File: src/hdl/cvr_pkg.sv
package cvr_pkg;

  localparam int TABLE_LEN  = 32;
  localparam int TABLE_FRAC = 40;

  // Micro-rotation angles in degrees, scaled by 2^40 and rounded.
  localparam logic [63:0] ANGLE_TABLE40 [TABLE_LEN] = '{
    64'd49478023249920, 64'd29208526391869, 64'd15432965109789, 64'd7834042338137,
    64'd3932216419764,  64'd1968026857673,  64'd984254221883,   64'd492156797755,
    64'd246082796924,   64'd123041948218,   64'd61520974109,    64'd30761036810,
    64'd15380738307,    64'd7690314178,     64'd3845102113,     64'd1922606032,
    64'd961303016,      64'd480706484,      64'd240353242,      64'd120176621,
    64'd60033335,       64'd30016667,       64'd14953358,       64'd7476679,
    64'd3738340,        64'd1869170,        64'd879609,         64'd439805,
    64'd219902,         64'd109951,         64'd58671,          64'd29335
  };

  // Table angle of one step, rounded half up to the given number of fraction bits.
  function automatic logic [63:0] table_entry(input int idx, input int frac_bits);
    logic [63:0] raw;
    int          sh;
    raw = ANGLE_TABLE40[idx % TABLE_LEN];
    sh  = TABLE_FRAC - frac_bits;
    return (raw + (64'd1 << (sh - 1))) >> sh;
  endfunction

endpackage

File: src/hdl/cvr_rotate_stage.sv
module cvr_rotate_stage #(
  parameter int          DW         = 32,
  parameter int          ZW         = 34,
  parameter int          SHIFT      = 0,
  parameter logic [63:0] STEP_ANGLE = 64'd0
) (
  input  logic                 clk_i,
  input  logic                 rst_ni,
  input  logic                 valid_i,
  output logic                 ready_o,
  input  logic signed [DW-1:0] x_i,
  input  logic signed [DW-1:0] y_i,
  input  logic signed [ZW-1:0] z_i,
  output logic                 valid_o,
  input  logic                 ready_i,
  output logic signed [DW-1:0] x_o,
  output logic signed [DW-1:0] y_o,
  output logic signed [ZW-1:0] z_o
);
  import cvr_pkg::*;

  localparam logic signed [ZW-1:0] STEP = ZW'(STEP_ANGLE);

  logic                 valid_q;
  logic signed [DW-1:0] x_q, x_d;
  logic signed [DW-1:0] y_q, y_d;
  logic signed [ZW-1:0] z_q, z_d;
  logic signed [DW-1:0] x_sh, y_sh;

  // The stage takes a new item when it is empty or its item moves on.
  assign ready_o = !valid_q || ready_i;

  assign x_sh = x_i >>> SHIFT;
  assign y_sh = y_i >>> SHIFT;

  // The residual holds target minus accumulated angle; a negative residual
  // means the target lies below the accumulated angle.
  always_comb begin
    if (z_i[ZW-1]) begin
      x_d = x_i + y_sh;
      y_d = y_i - x_sh;
      z_d = z_i + STEP;
    end else begin
      x_d = x_i - y_sh;
      y_d = y_i + x_sh;
      z_d = z_i - STEP;
    end
  end

  always_ff @(posedge clk_i or negedge rst_ni) begin
    if (!rst_ni) begin
      valid_q <= 1'b0;
    end else if (ready_o) begin
      valid_q <= valid_i;
    end
  end

  always_ff @(posedge clk_i) begin
    if (ready_o && valid_i) begin
      x_q <= x_d;
      y_q <= y_d;
      z_q <= z_d;
    end
  end

  assign valid_o = valid_q;
  assign x_o     = x_q;
  assign y_o     = y_q;
  assign z_o     = z_q;

endmodule

File: config.mk
export PLATFORM = sky130hd
export DESIGN_NAME = cvr_rotate_stage
export DESIGN_NICKNAME = d
export VERILOG_FILES = /design/src/hdl/cvr_pkg.sv /design/src/hdl/cvr_rotate_stage.sv
export SDC_FILE = /design/constraint.sdc
export NUM_CORES = 1
export LEC_CHECK = 0
export BUFFER_PORTS_ARGS = -buffer_cell sky130_fd_sc_hd__buf_4
export CAP_MARGIN = 40
export CORE_MARGIN = 3
export CORE_UTILIZATION = 40
export DETAILED_ROUTE_END_ITERATION = 8
export GPL_ROUTABILITY_DRIVEN = 0
export MAX_ROUTING_LAYER = met4
export PLACE_DENSITY = 0.68
export SLEW_MARGIN = 20
export SYNTH_ARGS = -nofsm -noshare
export SYNTH_HDL_FRONTEND = slang
export SYNTH_SLANG_ARGS = --single-unit
File: constraint.sdc
create_clock -name clk_i -period 5.06 [get_ports clk_i]
set_input_delay 1.265 -clock clk_i [delete_from_list [all_inputs] [get_ports clk_i]]
set_output_delay 1.265 -clock clk_i [all_outputs]
set_load 0.1 [all_outputs]
== Yosys cells after proc, flatten, opt, wreduce, memory -nomap -nowiden ==
Index checks and enable logic that the tools add are counted.

* Reduce and logical (&&, ||, !) cells: 3
* Muxes and demuxes: 2
* Add/sub/neg operators: 3

{| class="wikitable"
|+ Operator list
! kind !! number
|-
| 32-bit 2-to-1 mux || 2
|-
| 32-bit subtractor || 2
|-
| 32-bit adder || 1
|-
| 1-bit logical AND || 1
|-
| 1-bit logical NOT || 1
|-
| 1-bit logical OR || 1
|}

* Word-level logic and storage cells: 12
* Input bits: 102
* Output and inout port bits: 100
* Flip-flop bits (word level): 99

== Depth between registers and ports, before layout ==
* Depth in word-level cells: 3
* Mapped depth: 12
* Mapped depth without buffers: 11

== Least setup slack after synthesis ==
OpenSTA, ideal clock, no wires.

* Path kind: input to register
* From: input ready_i
* To: register x_q[10], in the netlist x_o[10], enable pin
* Buffers on the path: 0
* Arrival: 4.431 ns
* Data required time: 4.594 ns
* Library setup time: 0.466 ns
* Slack: 0.163 ns
* Cell stages on the path: 2
* Cell sequence: nand2b_1 -> and2_1

* Cells in the longest elaborated chain, start to end: 2

{| class="wikitable"
|+ Ends and longest elaborated chain
! item !! RTL line !! RTL
|-
| from (decl) || cvr_rotate_stage.sv:15 || <nowiki>input logic ready_i,</nowiki>
|-
| 1-bit logical OR || cvr_rotate_stage.sv:31 || <nowiki>assign ready_o = !valid_q || ready_i;</nowiki>
|-
| 1-bit logical AND || cvr_rotate_stage.sv:59 || <nowiki>if (ready_o && valid_i) begin</nowiki>
|-
| to (signal assigned) || cvr_rotate_stage.sv:60 || <nowiki>x_q <= x_d;</nowiki>
|-
| to (decl) || cvr_rotate_stage.sv:25 || <nowiki>logic signed [DW-1:0] x_q, x_d;</nowiki>
|}

Every way passes these cells.
A chain may end at the register's enable or synchronous reset.

== Worst setup path in the final report ==
* From: input x_i[6]
* To: register x_q[31], in the netlist x_o[31], data pin

* Cells in the longest elaborated chain, start to end: 2
* Elaborated cells between the ends (all ways): 3
* Classes of those cells: add/sub (2); mux (1)

{| class="wikitable"
|+ Ends and longest elaborated chain
! item !! RTL line !! RTL
|-
| from (decl) || cvr_rotate_stage.sv:11 || <nowiki>input logic signed [DW-1:0] x_i,</nowiki>
|-
| 32-bit subtractor or 32-bit adder (tied branches) || cvr_rotate_stage.sv:44, cvr_rotate_stage.sv:40 ||
|-
| 32-bit 2-to-1 mux * || cvr_rotate_stage.sv:39 || <nowiki>if (z_i[ZW-1]) begin</nowiki>
|-
| via x_d[31] || cvr_rotate_stage.sv:25 ||
|}

The timed path passes the listed nets; every way through them passes the cells marked *.

==> run_results.csv <==
group,metric,value,unit
setup_path,crit_path_frequent_cell,"a21oi_1",
floorplan,die_w,152.0,µm
global_route,antenna_found_initial,0,
clock_tree,cts_tree,"yes",
drt,wirelength,25720,µm
timing,clock_skew,7.073,ps
setup_path,crit_chain,"buf_4 > inv_1 > ha_1 > a211o_1 > a21oi_1 > nand4b_1 > a21oi_1 > a211oi_1 > or2_2 > a21oi_1 > a31oi_1 > xnor2_1",
min_path,hp-start,"valid_o",
timing,period_needed,4036,ps
global_route,first_global_vias,7133,
logic_synthesis,ys_types,79,
cells_and_area,antenna_cells,0,
status,outcome,"finished, final reports clean",
global_route,grt_pass1_wl,39940,µm
logic_synthesis,synth_area_per_cell,9.194,µm²
setup_path,cp_slowest_cell,"ha_1",
setup_path,required,5150,ps
power_and_ir_drop,leakage,4.571,nW
logic_synthesis,ys_seq_area_frac,0.3443,
setup_path,cp-start-kind,"input pin",
place,placed_area,0.01022,mm²
timing,tightest_slew,765.8,ps
cells_and_area,n_fill_cell,2002,
logic_synthesis,syn_nets,1134,
place,port_buffers,201,
timing,tns,0,ps
setup_path,r2r.worst_path.cells,3,
cells_and_area,final_area,0.01049,mm²
setup_path,cp-end-kind,"flop",
timing,slew_violations,0,
drt,vias,7680,
global_route,overflow,0,
logic_synthesis,syn-cell-area,0.008532,mm²
setup_path,slowest_delay,510,ps
global_route,grt_start_max_net_pins,70,
min_path,min_path_type,"flop to flop",
clock_tree,clock_latency,350,ps
clock_tree,cts-root-buf,"clkbuf_16",
cells_and_area,multiInputGateArea,0.005039,mm²
power_and_ir_drop,irDropWorstVdd,0.1432,mV
place,dp_hpwl,20150,µm
place,place_inst,1362,
global_route,grt_usage,0.2183,
drt,drtAntennaViolNets,0,
cells_and_area,fin_cells,1378,
logic_synthesis,synth-compound-area-share,0.2239,
clock_tree,h-tree-depth,3,
timing,slew_headroom,0.4895,
logic_synthesis,synthAdderAreaFrac,0.1543,
logic_synthesis,syn_inst,928,
logic_synthesis,synth_xor_area_frac,0.06365,
setup_path,rrSetupSlack,3050,ps
clock_tree,cts.path.max_buffers,2,
timing,setup_viol,0,
setup_path,worstReg2RegStart,"valid_o",
global_route,grtUsageMet3,0.03157,
floorplan,core,0.02062,mm²
cells_and_area,regArea,0.002938,mm²
global_route,top_usage_layer,"met2",
drt,first_iter_violations,774,
logic_synthesis,yosys.area_share.simple,0.1295,
logic_synthesis,synth_top_family_by_area,"compound AO/OA/AOI/OAI gates",
timing,hold_viol_final,0,
clock_tree,clkTransAtPathRegs,60,ps
logic_synthesis,async_flop_share,0.01020,
floorplan,rows,52,
min_path,hold_end,"valid_o",
drt,vias_per_cell,5.573,
clock_tree,postCtsResizedCells,0,
drt,wl_per_cell,18.66,µm
timing,timing.final.crit_share,0.7975,
flow_run,cap_violations,0,
setup_path,worstSetupPathType,"input pin to flop",
clock_tree,post_cts_buffers,0,
timing,fmax,247.8,MHz
drt,first_pass_iters,5,
power_and_ir_drop,power_density,303.0,mW/mm²
floorplan,die_area,0.02312,mm²
clock_tree,cts_sinks,98,
floorplan,ios,202,
timing,rsz0062_at_grt,"false",
logic_synthesis,synthMuxAreaShare,0.01892,
floorplan,dieHeight,152.0,µm
power_and_ir_drop,power,3.177,mW
setup_path,crit_arrival,4130,ps
clock_tree,ctsHoldBuffers,0,
setup_path,cp_max_fo,15,
logic_synthesis,yosys_warnings,0,
logic_synthesis,ys.flop_type,"edfxtp_1",
global_route,grt_util_met2,0.3434,
logic_synthesis,synth_edf_count,97,
clock_tree,cts_buffers,9,
cells_and_area,fin_nets,1309,
logic_synthesis,ys_ff_latch,98,
setup_path,r2r_end,"x_o[3]",
cells_and_area,drive_gt1_frac,0.2292,
cells_and_area,syn2layout_area_growth,22.89,%
min_path,holdPathStages,2,
global_route,grt_use_met1,0.3042,
setup_path,crit_start,"x_i[6]",
drt,drc,0,
cells_and_area,final_util,0.5084,
floorplan,initial_core_util,0.4137,
[flip-flops by register name, indices dropped and copies added (netlist names)]
register  count
z_o          34
y_o          32
valid_o       1
x_o          31
[where the power goes]
part           switching [mW]  leakage [nW]  internal [mW]
Clock                   0.313         0.131          0.332
Sequential             0.0263         0.935           1.01
Combinational            1.08          3.51          0.415
[critical path: cells and delay by family]
kind                       cells  cell delay, ps
and+or+nand+nor                2             550
AOI/OAI and AO/OA              6            1530
xor gates and xnor gates       1             130
adders and majority gates      1             510
buffers and inverters          2             130
[cell type report]
type                    instances  area share
well taps                     270     0.03222
clock inverters                 7    0.004057
multi-input cells             693      0.4805
clock buffers                   9     0.02148
flip-flops and latches         98      0.2802
inverters                      95     0.03401
repair buffers                206      0.1475
[layer usage]
layer	up-vias	wire, µm
met2	408	11830
met3	24	1878
met1	3586	11700
met4	0	309
met5	-	0
li1	3662	-
[synth_stat cells, drive strengths merged, types with 4 or more instances]
master / instances / area share
a21boi: 5 / 0.0048
inv: 94 / 0.041
or3: 8 / 0.0059
nor2b: 17 / 0.012
xnor2: 55 / 0.056
nor3: 23 / 0.013
a21o: 12 / 0.011
a211oi: 12 / 0.012
a2111oi: 4 / 0.0065
nor4: 5 / 0.0037
and3: 5 / 0.0037
o31a: 4 / 0.0041
o21ai: 64 / 0.038
a31oi: 7 / 0.0051
nand3: 11 / 0.0065
and2: 6 / 0.0047
ha: 102 / 0.15
o31ai: 10 / 0.012
buf: 25 / 0.016
o21a: 6 / 0.0053
nor2: 79 / 0.035
xor2: 7 / 0.0072
mux2i: 15 / 0.018
edfxtp: 97 / 0.34
o21bai: 13 / 0.011
o211ai: 6 / 0.0053
clkbuf: 17 / 0.0075
a221oi: 4 / 0.0084
a211o: 6 / 0.0062
a21oi: 102 / 0.062
nand4: 9 / 0.0066
nand2b: 14 / 0.010
o311ai: 4 / 0.0041
nand2: 37 / 0.016
[cells by family after synthesis]
family / after synthesis
and+or+nand+nor: 226
adders and majority gates: 104
buffers and inverters: 137
AOI/OAI and AO/OA: 285
xor gates and xnor gates: 62
muxes: 16
DFF: 98
[metrics by stage]
stage | hold WS (ps) | worst slack (ps)
after floorplan | 969.4 | 163.3
after global placement | 586.9 | 823.6
after detailed placement | 625.3 | 725.6
after CTS | 642.3 | 1086
after global routing | 655.4 | 857.2
final | 612.5 | 1024
[worst max-delay path by stage]
stage	cells past startpoint	slack, ps	end
floorplan	2	160	x_o[10]
global placement	12	820	x_o[31]
detailed placement	12	730	x_o[31]
CTS	12	1090	x_o[31]
global route	12	860	x_o[31]
finish	12	1020	x_o[31]
[cell usage in the layout, fill, tap and decap left out, types with 7 or more instances in the layout]
| cell type | count |
|---|---|
| a211oi_1 | 10 |
| a21o_1 | 12 |
| a21oi_1 | 98 |
| a31oi_1 | 7 |
| buf_4 | 206 |
| clkbuf_16 | 9 |
| edfxtp_1 | 97 |
| ha_1 | 102 |
| inv_1 | 89 |
| mux2i_1 | 15 |
| nand2_1 | 37 |
| nand2b_1 | 14 |
| nand3_1 | 11 |
| nand4_1 | 9 |
| nor2_1 | 79 |
| nor2b_1 | 17 |
| nor3_1 | 23 |
| o21ai_0 | 57 |
| o21bai_1 | 13 |
| o31ai_1 | 8 |
| or3_1 | 8 |
| xnor2_1 | 55 |
| xor2_1 | 7 |
(Power assumes the default switching activity.)
